## config.mk

```make
export PLATFORM = sky130hd
export DESIGN_NAME = pnguf_front_flat
export DESIGN_NICKNAME = d
export VERILOG_FILES = /design/src/design/pnguf_pkg.sv /design/src/design/pnguf_if.sv /design/src/design/pnguf_front.sv /design/src/flat_wrapper.sv
export SDC_FILE = /design/constraint.sdc
export NUM_CORES = 1
export LEC_CHECK = 0
export CAP_MARGIN = 0
export CORE_ASPECT_RATIO = 1.1
export CORE_MARGIN = 3
export CORE_UTILIZATION = 35
export CTS_BUF_LIST = sky130_fd_sc_hd__clkbuf_4
export CTS_CLUSTER_SIZE = 25
export DETAILED_ROUTE_END_ITERATION = 7
export DONT_BUFFER_PORTS = 1
export GPL_ROUTABILITY_DRIVEN = 0
export GPL_TIMING_DRIVEN = 0
export PLACE_DENSITY_LB_ADDON = 0.3
export SLEW_MARGIN = 10
export SYNTH_ARGS = -nofsm -noshare
export SYNTH_HDL_FRONTEND = slang
export SYNTH_SLANG_ARGS = --single-unit
```

## constraint.sdc

```tcl
create_clock -name clk -period 6.9 [get_ports clk]
set_input_delay 0.345 -clock clk [delete_from_list [all_inputs] [get_ports clk]]
set_output_delay 0.345 -clock clk [all_outputs]
set_load 0.03 [all_outputs]
```

## src/design/pnguf_pkg.sv

```systemverilog
// ----------------------------------------------------------------------------
// pnguf_pkg
// Shared widths, register indexes, filter codes and pipeline control type
// for the scanline unfilter.
// ----------------------------------------------------------------------------
package pnguf_pkg;

  localparam int LINE_MAX_DEF        = 8192;
  localparam int PIXEL_BYTES_MAX_DEF = 8;

  localparam int BYTE_W     = 8;
  localparam int BPP_W      = 4;
  localparam int LEN_W      = 14;
  localparam int CFG_ADDR_W = 1;
  localparam int CFG_DATA_W = 14;
  localparam int KIND_W     = 3;

  localparam logic [CFG_ADDR_W-1:0] REG_BPP = 1'd0;
  localparam logic [CFG_ADDR_W-1:0] REG_LEN = 1'd1;

  localparam logic [KIND_W-1:0] FLT_NONE  = 3'd0;
  localparam logic [KIND_W-1:0] FLT_SUB   = 3'd1;
  localparam logic [KIND_W-1:0] FLT_UP    = 3'd2;
  localparam logic [KIND_W-1:0] FLT_AVG   = 3'd3;
  localparam logic [KIND_W-1:0] FLT_PAETH = 3'd4;

  // control that travels with a beat from the front end to reconstruction
  typedef struct packed {
    logic              row_start;
    logic [KIND_W-1:0] kind;
    logic              bad;
    logic              first_row;
    logic              last;
  } row_ctl_t;

endpackage

```

## src/design/pnguf_if.sv

```systemverilog
// ----------------------------------------------------------------------------
// pnguf_if
// Valid/ready stream interfaces for the unfilter input and result channels.
// ----------------------------------------------------------------------------
interface pnguf_in_if;
  logic                          valid;
  logic                          ready;
  logic [pnguf_pkg::BYTE_W-1:0]  data_byte;
  logic                          image_start;

  modport source (output valid, output data_byte, output image_start, input ready);
  modport sink   (input valid, input data_byte, input image_start, output ready);
endinterface


```

## src/design/pnguf_front.sv

```systemverilog
// ----------------------------------------------------------------------------
// pnguf_front
// Input side: row position tracking, filter byte decode, prior-row read
// issue and the stage register that waits for the read data.
// ----------------------------------------------------------------------------
module pnguf_front #(
  parameter int LINE_MAX = pnguf_pkg::LINE_MAX_DEF,
  parameter int AW       = (LINE_MAX > 1) ? $clog2(LINE_MAX) : 1
) (
  input  logic                        clk,
  input  logic                        rst_n,
  pnguf_in_if.sink                    in_s,
  input  logic [pnguf_pkg::LEN_W-1:0] line_bytes,
  input  logic                        s1_adv,
  output logic                        s1_vld,
  output pnguf_pkg::row_ctl_t         s1_ctl,
  output logic [pnguf_pkg::BYTE_W-1:0] s1_byte,
  output logic [AW-1:0]               s1_idx,
  output logic                        rd_en,
  output logic [AW-1:0]               rd_addr
);

  localparam int CW = (AW + 1 > pnguf_pkg::LEN_W) ? AW + 1 : pnguf_pkg::LEN_W;

  logic                          expect_filt_r;
  logic                          first_row_r;
  logic [pnguf_pkg::KIND_W-1:0]  kind_r;
  logic                          bad_r;
  logic [AW-1:0]                 idx_r;
  logic                          s1_vld_r;
  pnguf_pkg::row_ctl_t           s1_ctl_r;
  logic [pnguf_pkg::BYTE_W-1:0]  s1_byte_r;
  logic [AW-1:0]                 s1_idx_r;

  logic                          acc;
  logic                          is_start;
  logic                          code_bad;
  logic [CW-1:0]                 len_ext;
  logic [CW-1:0]                 len_eff;
  logic                          last;
  pnguf_pkg::row_ctl_t           ctl_nxt;

  assign in_s.ready = !s1_vld_r || s1_adv;
  assign acc        = in_s.valid && in_s.ready;
  assign is_start   = in_s.image_start || expect_filt_r;
  assign code_bad   = in_s.data_byte > pnguf_pkg::BYTE_W'(pnguf_pkg::FLT_PAETH);

  assign len_ext = CW'(line_bytes);
  always_comb begin
    if (len_ext == '0) begin
      len_eff = CW'(1);
    end else if (len_ext > CW'(LINE_MAX)) begin
      len_eff = CW'(LINE_MAX);
    end else begin
      len_eff = len_ext;
    end
  end

  assign last = (CW'(idx_r) + CW'(1)) >= len_eff;

  always_comb begin
    ctl_nxt.row_start = is_start;
    ctl_nxt.kind      = kind_r;
    ctl_nxt.bad       = bad_r;
    ctl_nxt.first_row = first_row_r;
    ctl_nxt.last      = last;
  end

  always_ff @(posedge clk) begin
    if (!rst_n) begin
      expect_filt_r <= 1'b1;
      first_row_r   <= 1'b1;
      kind_r        <= pnguf_pkg::FLT_NONE;
      bad_r         <= 1'b0;
      idx_r         <= '0;
      s1_vld_r      <= 1'b0;
    end else begin
      if (acc) begin
        s1_vld_r <= 1'b1;
      end else if (s1_adv) begin
        s1_vld_r <= 1'b0;
      end
      if (acc) begin
        if (is_start) begin
          expect_filt_r <= 1'b0;
          idx_r         <= '0;
          bad_r         <= code_bad;
          kind_r        <= code_bad ? pnguf_pkg::FLT_NONE
                                    : in_s.data_byte[pnguf_pkg::KIND_W-1:0];
          if (in_s.image_start) begin
            first_row_r <= 1'b1;
          end
        end else if (last) begin
          expect_filt_r <= 1'b1;
          first_row_r   <= 1'b0;
          idx_r         <= '0;
        end else begin
          idx_r <= idx_r + AW'(1);
        end
      end
    end
  end

  always_ff @(posedge clk) begin
    if (acc) begin
      s1_ctl_r  <= ctl_nxt;
      s1_byte_r <= in_s.data_byte;
      s1_idx_r  <= idx_r;
    end
  end

  assign rd_en   = acc && !is_start;
  assign rd_addr = idx_r;

  assign s1_vld  = s1_vld_r;
  assign s1_ctl  = s1_ctl_r;
  assign s1_byte = s1_byte_r;
  assign s1_idx  = s1_idx_r;

endmodule

```

## src/flat_wrapper.sv

```systemverilog
// flat-port wrapper written by rule: the top's interface ports become plain ports
module pnguf_front_flat 
#(
  parameter int LINE_MAX = pnguf_pkg::LINE_MAX_DEF,
  parameter int AW       = (LINE_MAX > 1) ? $clog2(LINE_MAX) : 1
)
  (clk, rst_n, line_bytes, s1_adv, s1_vld, s1_ctl, s1_byte, s1_idx, rd_en, rd_addr, in_s_valid, in_s_data_byte, in_s_image_start, in_s_ready);
  pnguf_in_if in_s_i ();
  input  logic clk;
  input  logic rst_n;
  input  logic [pnguf_pkg::LEN_W-1:0] line_bytes;
  input  logic s1_adv;
  output logic s1_vld;
  output pnguf_pkg::row_ctl_t s1_ctl;
  output logic [pnguf_pkg::BYTE_W-1:0] s1_byte;
  output logic [AW-1:0] s1_idx;
  output logic rd_en;
  output logic [AW-1:0] rd_addr;
  input wire logic [$bits(in_s_i.valid)-1:0] in_s_valid;
  input wire logic [$bits(in_s_i.data_byte)-1:0] in_s_data_byte;
  input wire logic [$bits(in_s_i.image_start)-1:0] in_s_image_start;
  output wire logic [$bits(in_s_i.ready)-1:0] in_s_ready;
  assign in_s_i.valid = in_s_valid;
  assign in_s_i.data_byte = in_s_data_byte;
  assign in_s_i.image_start = in_s_image_start;
  assign in_s_ready = in_s_i.ready;
  pnguf_front #(.LINE_MAX(LINE_MAX), .AW(AW)) u_core (.clk(clk), .rst_n(rst_n), .in_s(in_s_i), .line_bytes(line_bytes), .s1_adv(s1_adv), .s1_vld(s1_vld), .s1_ctl(s1_ctl), .s1_byte(s1_byte), .s1_idx(s1_idx), .rd_en(rd_en), .rd_addr(rd_addr));
endmodule
```

; Word level (Yosys, flattened, before mapping)
; Cells that the tools add are included.
[word_totals]
regBits = 48
in_bits = 27
out_inout_bits = 44
word_cells = 43
[op_classes]
addsub = 2
n_lt_le_gt_ge = 3
n_eq_ne = 1
muxes = 12
n_reduce_logical = 12
[op_table]
columns = operator, n
row1 = $mux 14, 2
row2 = $mux 13, 2
row3 = $add 13x1->14 const B, 1
row4 = $ge 14x14->1, 1
row5 = $gt 14x14->1 const B, 1
row6 = $logic_not 14->1, 1
row7 = $add 13x1->13 const B, 1
row8 = $gt 8x3->1 const B, 1
row9 = $mux 1, 7
row10 = $reduce_and 2->1, 2
row11 = $reduce_bool 2->1, 2
row12 = $mux 3, 1
row13 = $reduce_and 3->1, 1
row14 = $logic_and 1x1->1, 2
row15 = $logic_not 1->1, 2
row16 = $logic_or 1x1->1, 2
row17 = $ne 2x2->1 const B, 1

; Longest topological paths before layout
[logic_depth]
word_depth = 6
ltp_mapped = 12
mapped_depth_nobuf = 10

; Worst setup path before layout
; No wires, ideal clock.
[synth_path]
path_kind = reg2reg
from = reg u_core.idx_r[2], in the netlist u_core.rd_addr[2]
to = reg u_core.idx_r[2], in the netlist u_core.rd_addr[2]
setup_ns = 0.062
arrival_ns = 2.726
required_ns = 6.838
setup_slack_ns = 4.112
path_stages_with_launch = 13
n_path_buf = 2
period_less_slack_ns = 2.788
cell_sequence = dfxtp_1 buf_6 and4_4 and3_4 nand4_4 xnor2_2 ha_1 nand4_1 o221ai_1 nor4_2 buf_6 o2111ai_1 nand3_1
[synth_via]
elab_chain_cells = 4
elab_cells_between_ends = 5
classes_between = 2 x add/sub / 1 x order compare / 2 x mux
[synth_lines]
columns = element, line
row1 = from (decl), pnguf_front.sv:29  ; logic [AW-1:0] idx_r;
row2 = from (signal assigned), pnguf_front.sv:98  ; idx_r <= idx_r + AW'(1);
row3 = $add 13x1->14, pnguf_front.sv:59  ; assign last = (CW'(idx_r) + CW'(1)) >= len_eff;
row4 = $ge 14x14->1, pnguf_front.sv:59
row5 = $mux 13 (*), pnguf_front.sv:93  ; end else if (last) begin
row6 = $mux 13 (*), pnguf_front.sv:84  ; if (is_start) begin
; Mark *: on every way between the ends. The rest lies on a longest branch, timed or not.
; A chain may end at the register's enable or synchronous reset.

; Worst setup path after layout
[layout_path]
from = reg u_core.idx_r[0], in the netlist u_core.rd_addr[0]
to = reg u_core.idx_r[2], in the netlist u_core.rd_addr[2]
; The elaborated chain is that of the path after synthesis.

==> summary.md <==
| Metric | Value |
|---|---|
| Die area | approximately 7500 µm² |
| Synth Instances | ~190 |
| Clk_skew | around 0.013 ns |
| CTS Sinks | 48 |
| Antenna cells | 0 |
| Required time of the critical path | just over 7 ns |
| Final nets | 240 |
| Synth Register Bits | 48 |
| Syn_area_per_cell | ~12 µm² |
| Post-Layout Cell Count | 279 |
| CP arrival | 3.60 ns |
| Commonest non-fill, non-tap cell in the layout | edfxtp_1 |
| Initial antenna violation count | 0 |
| Final Hold Vio Count | 0 |
| Num CTS Buffers | 5 |
| Crit path capture type | flip-flop |
| YS warnings | 0 |
| Core area | 6230 µm² |
| Root buf cell | clkbuf_4 |
| Mapped Area | 2260 µm² |
| RSZ-0062 raised after global routing | no |
| # port buffers | 0 |
| Synth Flop Type | edfxtp_1 |
| GRT Resource Usage Total | 12.4% |
| Final Cell Area | ~2400 µm² |
| Via count | 1452 |
| PwrDens | 215 nW/µm² |
| Area Overhead vs Synth | 7.98% |
| VDD IR-drop max | 0.106 mV |
| Worst-Skew Late Latency | 0.35 ns |
| Peak fanout along the critical path | 10 |
| Ys async rst share | 0% |
| Final wirelength | 4.44 mm |
| Total gr overflow | 0 |
| Die Y | 90.3 µm |
| Number of iterations in the first detailed-routing pass | 4 |
| Slew HR | 23.0% |
| WS Path Type | reg -> reg |
| CTS Hold Bufs | 0 |
| Leak pwr | around 0.00094 µW |
| DR WL/cell | about 16 µm |
| CTS tree | done |
| Status | completed |
| Share of layout cells above drive strength 1 | 11.6% |
| Commonest non-fill, non-tap cells in the layout | edfxtp_1, nand2_1, dfxtp_1 |
| Row Count | 30 |
| Highest clock rate | 303 MHz |
| Routed Antenna Nets | 0 |
| Reg clk slew, reported paths | roughly 0.13 ns |
| Cell variety after synth | 36 |
| Htree depth | 2 |
| Post-CTS setup repair buffer count | 0 |
| Worst Setup Start Kind | flip-flop |
| Final Max Tran Viols | 0 |
| CTS max path bufs | 2 |
| Seq/Total Area, Yosys | 55.0% |
| DR iter-0 viols | 27 |
| # DRC | 0 |
| Net Count, Synth | 233 |
| Actual slew at the worst max-slew pin | 1.15 ns |
| First-pass GRT wire length | about 7.2 mm |
| Post-CTS Resized | 0 |
| Number of global-route vias before repair | 1446 |
| Placed cell area | 2360 µm² |
| Io pins | 71 |
| Setup violations, final | 0 |
| Largest net degree at the start of global routing | 32 |
| Final period utilization | 47.9% |
| Setup_tns | 0 ns |
| HPWL Detailed | between 3 and 4 mm |
| Max cap viols | 0 |
| DR vias/cell | 5.20 |
| Crit path time final | roughly 3.3 ns |
| Initial core utilization | 36.2% |
| Pwr Total | 524 µW |
| Hold Path Class | in -> reg |
| Die extent in x | 82.6 µm |
| Inst Count DP | 271 |
| EDFF count, synth | 28 |
[cell type report]
type | instances | area, µm²
clock inverters | 3 | 42.5
well taps | 80 | 100
fillers | 643 | 3790
inverters | 11 | 41.3
clock buffers | 5 | 37.5
plain buffers | 5 | 41.3
flip-flops and latches | 48 | 1240
multi-input cells | 127 | 935
[worst paths after layout]
path	to	from	slack [ns]	depth (start not counted)
worst min register to register	u_core.s1_ctl[5]	u_core.kind_r[2]	0.45	0
worst max register to register	u_core.rd_addr[2]	u_core.rd_addr[0]	3.60	11
worst min-delay path	u_core.s1_byte[1]	in_s_data_byte[1]	0.08	0
worst max-delay path	u_core.rd_addr[2]	u_core.rd_addr[0]	3.60	11
[per-layer routing]
metal,wire length (µm),vias to the layer above,GRT usage (%),part of all wire [%]
li1,-,725,-,-
met3,345,6,3.79,7.8
met4,57,0,4.09,1.3
met5,0,-,0,0
met2,2020,60,19.0,46
met1,2010,661,16.5,45
[logic make-up after synthesis]
| group | share of synthesized area (%) |
|---|---|
| compound gates | 11.4 |
| xor+xnor | 5.60 |
| fa+ha+maj | 8.31 |
| buf+inv | 3.66 |
| flops | 55.0 |
| simple gates | 16.1 |
[metrics by stage]
stage                     worst slack (ns)  hold WS, ns  util [%]
final                                 3.60       0.0783      39.1
after global routing                  3.38       0.0310      39.1
after CTS                             3.56       0.0550      39.1
after detailed placement              3.58        0.420      37.9
after global placement                3.61        0.416      37.9
after floorplan                       4.11        0.409         -
[state kept, by name, summed over array words and instances (netlist names)]
name / flops
u_core.s1_ctl: 7
u_core.s1_idx: 13
u_core.first_row_r: 1
u_core.s1_byte: 8
u_core.kind_r: 3
u_core.expect_filt_r: 1
u_core.s1_vld: 1
u_core.rd_addr: 13
u_core.bad_r: 1
[where the power goes]
group	internal, µW	leakage [µW]	switching (µW)
logic	7.64	0.000464	18.2
registers	314	0.000435	22.3
clock network	75.6	0.0000412	85.7
[Yosys cell counts, types with 3 or more instances]
| library cell | instances | share of area (%) |
|---|---|---|
| ha_1 | 15 | 8.3 |
| nor2_1 | 9 | 1.5 |
| nand3_1 | 7 | 1.6 |
| buf_6 | 3 | 1.5 |
| nand2_1 | 26 | 4.3 |
| xnor2_1 | 5 | 1.9 |
| a21oi_1 | 11 | 2.4 |
| nor3_1 | 4 | 0.89 |
| o21ai_0 | 5 | 1.1 |
| inv_1 | 10 | 1.7 |
| nor4_1 | 3 | 0.83 |
| nand4_1 | 4 | 1.1 |
| a32o_1 | 10 | 4.4 |
| a22oi_1 | 3 | 1.0 |
| edfxtp_1 | 28 | 37 |
| dfxtp_1 | 20 | 18 |
[worst max-delay path, stage by stage (launching register included)]
cell	delay [ns]
dfxtp_1	0.74
ha_1	0.43
nand4_4	0.17
nor2_2	0.19
xor2_2	0.19
ha_1	0.26
nand4_1	0.14
o221ai_1	0.23
nor4_2	0.46
buf_6	0.21
o2111ai_1	0.12
nand3_1	0.10
(Power assumes the default switching activity.)
