**src/design/pnguf_pkg.sv**
```systemverilog
// ----------------------------------------------------------------------------
// pnguf_pkg
// Shared widths, register indexes, filter codes and pipeline control type
// for the scanline unfilter.
// ----------------------------------------------------------------------------
package pnguf_pkg;

  localparam int LINE_MAX_DEF        = 8192;
  localparam int PIXEL_BYTES_MAX_DEF = 8;

  localparam int BYTE_W     = 8;
  localparam int BPP_W      = 4;
  localparam int LEN_W      = 14;
  localparam int CFG_ADDR_W = 1;
  localparam int CFG_DATA_W = 14;
  localparam int KIND_W     = 3;

  localparam logic [CFG_ADDR_W-1:0] REG_BPP = 1'd0;
  localparam logic [CFG_ADDR_W-1:0] REG_LEN = 1'd1;

  localparam logic [KIND_W-1:0] FLT_NONE  = 3'd0;
  localparam logic [KIND_W-1:0] FLT_SUB   = 3'd1;
  localparam logic [KIND_W-1:0] FLT_UP    = 3'd2;
  localparam logic [KIND_W-1:0] FLT_AVG   = 3'd3;
  localparam logic [KIND_W-1:0] FLT_PAETH = 3'd4;

  // control that travels with a beat from the front end to reconstruction
  typedef struct packed {
    logic              row_start;
    logic [KIND_W-1:0] kind;
    logic              bad;
    logic              first_row;
    logic              last;
  } row_ctl_t;

endpackage

```
**src/design/pnguf_if.sv**
```systemverilog


interface pnguf_out_if;
  logic                          valid;
  logic                          ready;
  logic [pnguf_pkg::BYTE_W-1:0]  pixel_byte;
  logic                          row_end;
  logic                          bad_filter;

  modport source (output valid, output pixel_byte, output row_end, output bad_filter,
                  input ready);
  modport sink   (input valid, input pixel_byte, input row_end, input bad_filter,
                  output ready);
endinterface

```
**src/design/pnguf_recon.sv**
```systemverilog
// ----------------------------------------------------------------------------
// pnguf_recon
// Reconstruction stage: neighbor windows, predictor, write-back value and
// the result register.
// ----------------------------------------------------------------------------
module pnguf_recon #(
  parameter int PIXEL_BYTES_MAX = pnguf_pkg::PIXEL_BYTES_MAX_DEF
) (
  input  logic                         clk,
  input  logic                         rst_n,
  input  logic [pnguf_pkg::BPP_W-1:0]  bytes_per_pixel,
  input  logic                         s1_vld,
  input  pnguf_pkg::row_ctl_t          s1_ctl,
  input  logic [pnguf_pkg::BYTE_W-1:0] s1_byte,
  input  logic [pnguf_pkg::BYTE_W-1:0] above,
  output logic                         s1_adv,
  output logic                         wr_en,
  output logic [pnguf_pkg::BYTE_W-1:0] wr_data,
  pnguf_out_if.source                  out_m
);

  localparam int WW = (PIXEL_BYTES_MAX > 1) ? $clog2(PIXEL_BYTES_MAX) : 1;
  localparam int BW = pnguf_pkg::BYTE_W;

  function automatic logic [BW:0] absdiff(input logic [BW:0] x, input logic [BW:0] y);
    absdiff = (x > y) ? x - y : y - x;
  endfunction

  function automatic logic [BW-1:0] paeth(input logic [BW-1:0] a, input logic [BW-1:0] b,
                                          input logic [BW-1:0] c);
    logic [BW:0] pa;
    logic [BW:0] pb;
    logic [BW:0] pc;
    pa = absdiff({1'b0, b}, {1'b0, c});
    pb = absdiff({1'b0, a}, {1'b0, c});
    pc = absdiff({1'b0, a} + {1'b0, b}, {c, 1'b0});
    if (pa <= pb && pa <= pc) begin
      paeth = a;
    end else if (pb <= pc) begin
      paeth = b;
    end else begin
      paeth = c;
    end
  endfunction

  logic [BW-1:0] left_w_r [PIXEL_BYTES_MAX];
  logic [BW-1:0] ul_w_r   [PIXEL_BYTES_MAX];
  logic          out_vld_r;
  logic [BW-1:0] pix_r;
  logic          row_end_r;
  logic          bad_r;

  logic [pnguf_pkg::BPP_W-1:0] bpp_eff;
  logic [WW-1:0]               sel;
  logic [BW-1:0]               a;
  logic [BW-1:0]               b;
  logic [BW-1:0]               c;
  logic [BW:0]                 ab_sum;
  logic [BW-1:0]               pred;
  logic [BW-1:0]               val;
  logic                        out_free;
  logic                        take;

  always_comb begin
    if (bytes_per_pixel == '0) begin
      bpp_eff = pnguf_pkg::BPP_W'(1);
    end else if (bytes_per_pixel > pnguf_pkg::BPP_W'(PIXEL_BYTES_MAX)) begin
      bpp_eff = pnguf_pkg::BPP_W'(PIXEL_BYTES_MAX);
    end else begin
      bpp_eff = bytes_per_pixel;
    end
  end

  assign sel    = WW'(bpp_eff - pnguf_pkg::BPP_W'(1));
  assign a      = left_w_r[sel];
  assign c      = ul_w_r[sel];
  assign b      = s1_ctl.first_row ? '0 : above;
  assign ab_sum = {1'b0, a} + {1'b0, b};

  always_comb begin
    case (s1_ctl.kind)
      pnguf_pkg::FLT_SUB:   pred = a;
      pnguf_pkg::FLT_UP:    pred = b;
      pnguf_pkg::FLT_AVG:   pred = ab_sum[BW:1];
      pnguf_pkg::FLT_PAETH: pred = paeth(a, b, c);
      default:              pred = '0;
    endcase
  end

  assign val = s1_byte + pred;

  // filter beats never wait on the result register
  assign out_free = !out_vld_r || out_m.ready;
  assign s1_adv   = s1_vld && (s1_ctl.row_start || out_free);
  assign take     = s1_adv && !s1_ctl.row_start;

  assign wr_en   = take;
  assign wr_data = val;

  always_ff @(posedge clk) begin
    if (!rst_n) begin
      for (int k = 0; k < PIXEL_BYTES_MAX; k++) begin
        left_w_r[k] <= '0;
        ul_w_r[k]   <= '0;
      end
    end else if (s1_adv) begin
      if (s1_ctl.row_start) begin
        for (int k = 0; k < PIXEL_BYTES_MAX; k++) begin
          left_w_r[k] <= '0;
          ul_w_r[k]   <= '0;
        end
      end else begin
        for (int k = PIXEL_BYTES_MAX - 1; k > 0; k--) begin
          left_w_r[k] <= left_w_r[k-1];
          ul_w_r[k]   <= ul_w_r[k-1];
        end
        left_w_r[0] <= val;
        ul_w_r[0]   <= b;
      end
    end
  end

  always_ff @(posedge clk) begin
    if (!rst_n) begin
      out_vld_r <= 1'b0;
    end else if (take) begin
      out_vld_r <= 1'b1;
    end else if (out_m.ready) begin
      out_vld_r <= 1'b0;
    end
  end

  always_ff @(posedge clk) begin
    if (take) begin
      pix_r     <= val;
      row_end_r <= s1_ctl.last;
      bad_r     <= s1_ctl.bad;
    end
  end

  assign out_m.valid      = out_vld_r;
  assign out_m.pixel_byte = pix_r;
  assign out_m.row_end    = row_end_r;
  assign out_m.bad_filter = bad_r;

endmodule

```
**src/flat_wrapper.sv**
```systemverilog
// flat-port wrapper written by rule: the top's interface ports become plain ports
module pnguf_recon_flat 
#(
  parameter int PIXEL_BYTES_MAX = pnguf_pkg::PIXEL_BYTES_MAX_DEF
)
  (clk, rst_n, bytes_per_pixel, s1_vld, s1_ctl, s1_byte, above, s1_adv, wr_en, wr_data, out_m_valid, out_m_pixel_byte, out_m_row_end, out_m_bad_filter, out_m_ready);
  pnguf_out_if out_m_i ();
  input  logic clk;
  input  logic rst_n;
  input  logic [pnguf_pkg::BPP_W-1:0] bytes_per_pixel;
  input  logic s1_vld;
  input  pnguf_pkg::row_ctl_t s1_ctl;
  input  logic [pnguf_pkg::BYTE_W-1:0] s1_byte;
  input  logic [pnguf_pkg::BYTE_W-1:0] above;
  output logic s1_adv;
  output logic wr_en;
  output logic [pnguf_pkg::BYTE_W-1:0] wr_data;
  output wire logic [$bits(out_m_i.valid)-1:0] out_m_valid;
  output wire logic [$bits(out_m_i.pixel_byte)-1:0] out_m_pixel_byte;
  output wire logic [$bits(out_m_i.row_end)-1:0] out_m_row_end;
  output wire logic [$bits(out_m_i.bad_filter)-1:0] out_m_bad_filter;
  input wire logic [$bits(out_m_i.ready)-1:0] out_m_ready;
  assign out_m_valid = out_m_i.valid;
  assign out_m_pixel_byte = out_m_i.pixel_byte;
  assign out_m_row_end = out_m_i.row_end;
  assign out_m_bad_filter = out_m_i.bad_filter;
  assign out_m_i.ready = out_m_ready;
  pnguf_recon #(.PIXEL_BYTES_MAX(PIXEL_BYTES_MAX)) u_core (.clk(clk), .rst_n(rst_n), .bytes_per_pixel(bytes_per_pixel), .s1_vld(s1_vld), .s1_ctl(s1_ctl), .s1_byte(s1_byte), .above(above), .s1_adv(s1_adv), .wr_en(wr_en), .wr_data(wr_data), .out_m(out_m_i));
endmodule
```
**config.mk**
```make
export PLATFORM = sky130hd
export DESIGN_NAME = pnguf_recon_flat
export DESIGN_NICKNAME = d
export VERILOG_FILES = /design/src/design/pnguf_pkg.sv /design/src/design/pnguf_if.sv /design/src/design/pnguf_recon.sv /design/src/flat_wrapper.sv
export SDC_FILE = /design/constraint.sdc
export NUM_CORES = 1
export LEC_CHECK = 0
export BUFFER_PORTS_ARGS = -buffer_cell sky130_fd_sc_hd__buf_2
export CORE_MARGIN = 5
export CORE_UTILIZATION = 55
export DETAILED_ROUTE_END_ITERATION = 10
export PLACE_DENSITY = 0.82
export SYNTH_ARGS = -nofsm -noshare
export SYNTH_HDL_FRONTEND = slang
export SYNTH_SLANG_ARGS = --single-unit
```
**constraint.sdc**
```tcl
create_clock -name clk -period 17.45 [get_ports clk]
set_input_delay 3.49 -clock clk [delete_from_list [all_inputs] [get_ports clk]]
set_output_delay 3.49 -clock clk [all_outputs]
set_load 0.03 [all_outputs]
```
# Word-level counts from Yosys, hierarchy flattened
# Memory sizes are Yosys's and may differ from the RTL's.
# Index checks and enable logic that the tools add are counted.
# op_classes
n_mux	52
add_sub_neg	9
bitwise_logic	32
magnitude_cmp	7
eq_ne	4
n_reduce_logical	9
# op_table
op	n
8-bit 2-to-1 mux	35
8-bit by 8-bit subtractor with 9-bit output	4
1-bit OR	32
8-bit one-hot mux with 4 select lines	1
9-bit <= comparator	3
9-bit 2-to-1 mux	3
9-bit subtractor	2
8-bit > comparator	2
1-bit 2-to-1 mux	11
8-bit by 8-bit adder with 9-bit output	1
9-bit > comparator	1
8-bit adder	1
3-bit by 2-bit equality test with 1-bit output (second input constant)	2
3-bit 2-to-1 mux	2
4-bit > comparator (second input constant)	1
4-bit zero test	1
3-bit by 1-bit equality test with 1-bit output (second input constant)	1
3-bit equality test (second input constant)	1
1-bit logical AND	3
3-bit by 1-bit subtractor with 3-bit output (second input constant)	1
1-bit zero test	2
1-bit logical OR	2
2-bit nonzero test	1
# word_totals
memories	2
output_inout_bits	21
inputBits	31
word_cells	119
ram_bits	128
ff_bits	11
# memory_table
memory	depth	width	rd	rd_clocked_by_memory_dff	write_ports	line	text
u_core.left_w_r	8	8	8	0	8	pnguf_recon.sv:46	logic [BW-1:0] left_w_r [PIXEL_BYTES_MAX];
u_core.ul_w_r	8	8	8	0	8	pnguf_recon.sv:47	logic [BW-1:0] ul_w_r [PIXEL_BYTES_MAX];

# Longest topological paths before layout
# An unclocked memory read counts as a cell.
# depth
depth_word	14
depth_mapped	51
depth_no_buf	46

# Worst setup path after synthesis
# Ideal clock, no wire load.
# synth_path
kind	input to output
start	in bytes_per_pixel[3] (netlist bit)
end	out wr_data[7] (netlist bit)
arrival_ns	13.267
stages	46
n_path_buf	6
required_time_ns	13.960
setup_slack_ns	0.693
cell_sequence	o21ba_2 -> clkbuf_1 -> inv_1 -> ha_1 -> clkbuf_1 -> buf_1 -> clkbuf_1 -> mux4_2 -> mux2i_1 -> inv_1 -> ha_1 -> fa_1 -> a21o_1 -> a21oi_1 -> nor2b_1 -> o31a_1 -> o21ai_0 -> nand2b_1 -> [... 10 more ...] -> ha_1 -> a21o_1 -> a21o_1 -> a211o_1 -> a2111oi_4 -> or2_1 -> buf_4 -> o21ai_1 -> a21o_1 -> ha_1 -> a21o_1 -> a21oi_1 -> o21bai_1 -> a21oi_1 -> o21bai_1 -> a21oi_1 -> xnor2_1 -> xnor2_1
# synth_via
elab_chain_cells	13
word_cells_on_any_way	28
cone_classes	9 x add/sub; 7 x order compare; 8 x mux; 2 x reduce/logical; 2 x memory
# synth_lines
element	line	text
from (decl)	flat_wrapper.sv:10	input logic [pnguf_pkg::BPP_W-1:0] bytes_per_pixel;
4-bit > comparator	pnguf_recon.sv:67	end else if (bytes_per_pixel > pnguf_pkg::BPP_W'(PIXEL_BYTES_MAX)) begin
3-bit 2-to-1 mux	pnguf_recon.sv:67	
3-bit 2-to-1 mux *	pnguf_recon.sv:65	if (bytes_per_pixel == '0) begin
3-bit by 1-bit subtractor with 3-bit output *	pnguf_recon.sv:74	assign sel = WW'(bpp_eff - pnguf_pkg::BPP_W'(1));
memory read 8 x 8 bit	--	
8-bit by 8-bit adder with 9-bit output	pnguf_recon.sv:36, pnguf_recon.sv:78	
9-bit subtractor / 9-bit > comparator (equally long branches)	pnguf_recon.sv:26	absdiff = (x > y) ? x - y : y - x;
9-bit 2-to-1 mux	pnguf_recon.sv:26	
9-bit <= comparator, on equally long branches	pnguf_recon.sv:39, pnguf_recon.sv:37	
8-bit 2-to-1 mux / 1-bit logical AND (equally long branches)	pnguf_recon.sv:39, pnguf_recon.sv:37	
8-bit 2-to-1 mux	pnguf_recon.sv:37	if (pa <= pb && pa <= pc) begin
8-bit one-hot mux with 4 select lines *	pnguf_recon.sv:81	case (s1_ctl.kind)
8-bit adder *	pnguf_recon.sv:90	assign val = s1_byte + pred;
to (decl)	flat_wrapper.sv:17	output logic [pnguf_pkg::BYTE_W-1:0] wr_data;
# Mark *: on every way between the ends. The rest lies on a longest branch, timed or not.

# Worst setup path in the final report
# layout_path
start	in bytes_per_pixel[3] (netlist bit)
end	out wr_data[6] (netlist bit)
# Same word-level chain as after synthesis.

==> flow_summary.toml <==
[clock_tree]
cts_tree = "built"
cts.sinks = 139
numCtsBuffers = 17
clk_latency_ns = 0.42
h-tree-depth = 4
clk_pin_slew_worst_paths_ns = 0.06
cts_root_buf = "clkbuf_16"
clockBufferDepth = 2

[worst_setup_path]
crit_type = "primary input to output port"
start_kind = "primary input"
crit_required_ns = 13.96
cp-end-kind = "output port"
path_common_cell = "a21oi_1"
path_buf_inv = 10
worstPathMaxFanout = 12
path_delay_family = "compound AO/OA/AOI/OAI gates"
worstPathArrival_ns = 13.32
critPathMaxStageDelay_ns = 0.52
critPathSlowestCell = "mux4_2"

[placed_design]
post-dp-hpwl_mm = 17.6
dp_cells = 1142
io_buffers = 51
place_ws_ns = 0.708
place.gp.congestion = 0.966

[final_layout]
fin_util_pct = 62.0
drive_above_1_share_pct = 17.1
fin_cells = 1178
areaGrowthSynthToFinish_pct = 11.7
antenna_cells = 0
fin_nets = 1066
fill_cells = 1323

[yosys]
yosys.area.top_type_share_pct = 28.5
yosys_warnings = 0
ys.flop_type = "edfxtp_1"
yosys-top-cells-area = "edfxtp_1 (28%), ha_1 (11%), dfxtp_1 (10%)"
synth_top_family_by_area = "compound AO/OA/AOI/OAI gates"
yosysUniqueCellTypes = 63
synthSimpleGateAreaFrac_pct = 12.3
synth_mux_area_share_pct = 13.2
ys_ff_latch = 139
synth_xor_area_share_pct = 2.77
synth_nets = 1021
syn_area_mm2 = 0.00949
seq_area_frac_synth_pct = 38.8
netlist_instances = 895
synth_edf_count = 90
synthTopCellsByCount = "edfxtp_1 (90), ha_1 (87), and3_1 (69), inv_1 (69), a21oi_1 (67)"
yosys.area.top_type = "edfxtp_1"
synth.most_common_cell = "edfxtp_1"
avgSynthCellArea_um2 = 10.6
synth_compound_area_share_pct = 15.0
synth-async-reset-ratio_pct = 0
synthAdderAreaFrac_pct = 13.2

[flow_run]
max_cap_viol_count = 0

[global_route]
grt_max_degree = 96
grt_pass1_vias = 7246
groute.usage.overall_pct = 24.9
antenna_found_initial = 0
overflow = 0
grt_pass1_wl_mm = 39.1

[power_and_ir_drop]
ir_drop_v = 0.0000907
p_leak_nw = 4.90
power_density_mw_per_mm2 = 144

[sta]
clock_skew_ns = 0.00655
tightest_slew_ns = 0.881
timing.final.ws_setup_ns = 0.637
fin_crit_sh_pct = 96.3
setup_viol = 0
hold_viol_final = 0
maxSlewHeadroom_pct = 39.6
period_needed_ns = 16.81
drv_slew = 0
fin_setup_tns_ns = 0
whs_ns = 0.476
timing.fmax_ghz = 0.0595

[route]
drt-total-wl_mm = 24.4
vias = 7319
drt_iter0_markers = 633
ant_nets = 0
drtPass1Iterations = 5
route.detailed.drc = 0
viasPerCell = 6.21
wl_per_cell_um = 20.8

[outcome]
status = "finished, final reports clean"

[floorplanning]
fp.coreArea_mm2 = 0.0171
initial_core_util_pct = 55.5
fp-row-count = 48
die_y_um = 141
die_area_mm2 = 0.0200
die_width_um = 141
ios = 52

[hold_path]
hp-class = "register to register"
-- registers in the layout, indices dropped and copies added (netlist names) --
register	cells
u_core.out_m.row_end	1
u_core.left_w_r	64
u_core.out_m.valid	1
u_core.out_m.bad_filter	1
u_core.out_m.pixel_byte	8
u_core.ul_w_r	64
-- cells in the final DEF (no fill, tap or decap), drive strengths merged, types with 6 or more instances in the layout --
| cell type | instances |
|---|---|
| o22ai | 8 |
| a21oi | 69 |
| a21o | 17 |
| mux4 | 32 |
| o21ai | 32 |
| and2 | 9 |
| buf | 73 |
| mux2 | 8 |
| o21bai | 10 |
| nor2 | 31 |
| nand2b | 15 |
| a211oi | 7 |
| dfxtp | 49 |
| nand4 | 8 |
| inv | 74 |
| mux2i | 44 |
| fa | 8 |
| and3 | 69 |
| ha | 87 |
| clkbuf | 17 |
| edfxtp | 90 |
| a22o | 32 |
| xnor2 | 25 |
| nor2b | 7 |
| clkinv | 6 |
| nand2 | 64 |
-- power by group --
part / total [mW] / internal [mW] / switching [mW]
sequential: 0.378 / 0.370 / 0.00878
clock: 0.344 / 0.198 / 0.146
combinational: 0.804 / 0.350 / 0.455
-- worst reg2reg max path: cells and delay by family (launching register included) --
family	cells	cell delay, ns
muxes	4	1.47
xor gates and xnor gates	3	0.81
and+or+nand+nor	5	0.77
AOI/OAI and AO/OA	17	3.30
buffers and inverters	5	0.72
adders and majority gates	5	1.63
DFF	1	0.42
-- layer usage --
layer	track usage [%]	up-vias	part of all wire, %
li1	-	3409	-
met1	35.1	3537	44
met2	39.9	345	47
met3	4.72	28	7.2
met4	6.46	0	2.1
met5	0	-	0
-- path summary, 6_finish.rpt --
check,from,slack [ns],end,depth (start not counted)
setup / recovery,bytes_per_pixel[3],0.64,wr_data[6],46
hold / removal,u_core.ul_w_r[3][4],0.48,u_core.ul_w_r[3][4],2
setup reg to reg,u_core.left_w_r[0][2],8.19,u_core.left_w_r[0][6],39
hold reg to reg,u_core.ul_w_r[3][4],0.48,u_core.ul_w_r[3][4],2
-- metrics by stage --
step / instance area, um2 / total power, mW
after floorplan: 9490 / 0.949
after detailed placement: 9980 / 1.11
after global routing: 10600 / 1.62
after global placement: 9980 / 1.10
after CTS: 10500 / 1.45
final: 10600 / 1.53
-- cells by family (layout without fill, tap and decap cells) --
group           Yosys count  after routing
mux                      84             84
fa+ha+maj                95             95
xor+xnor                 30             30
flops                   139            139
compound gates          208            208
simple gates            223            223
buf+inv                 116            174
-- timing repair --
action / in CTS / in global routing
endpoints found under the hold margin: 0 / 0
setup buffers: 0 / 4
hold buffers: 0 / 0
endpoints found under the setup margin: 0 / 3
gates resized for setup: 0 / 3
-- cell type report --
class	count	area [um2]	area share [%]
Multi-Input combinational cell	640	5380	50.7
Clock buffer	17	425	4.01
Inverter	69	259	2.44
Tap cell	225	282	2.65
Timing Repair Buffer	73	433	4.08
Clock inverter	15	141	1.33
Sequential cell	139	3680	34.7
Power figures use the tool's default switching activity.
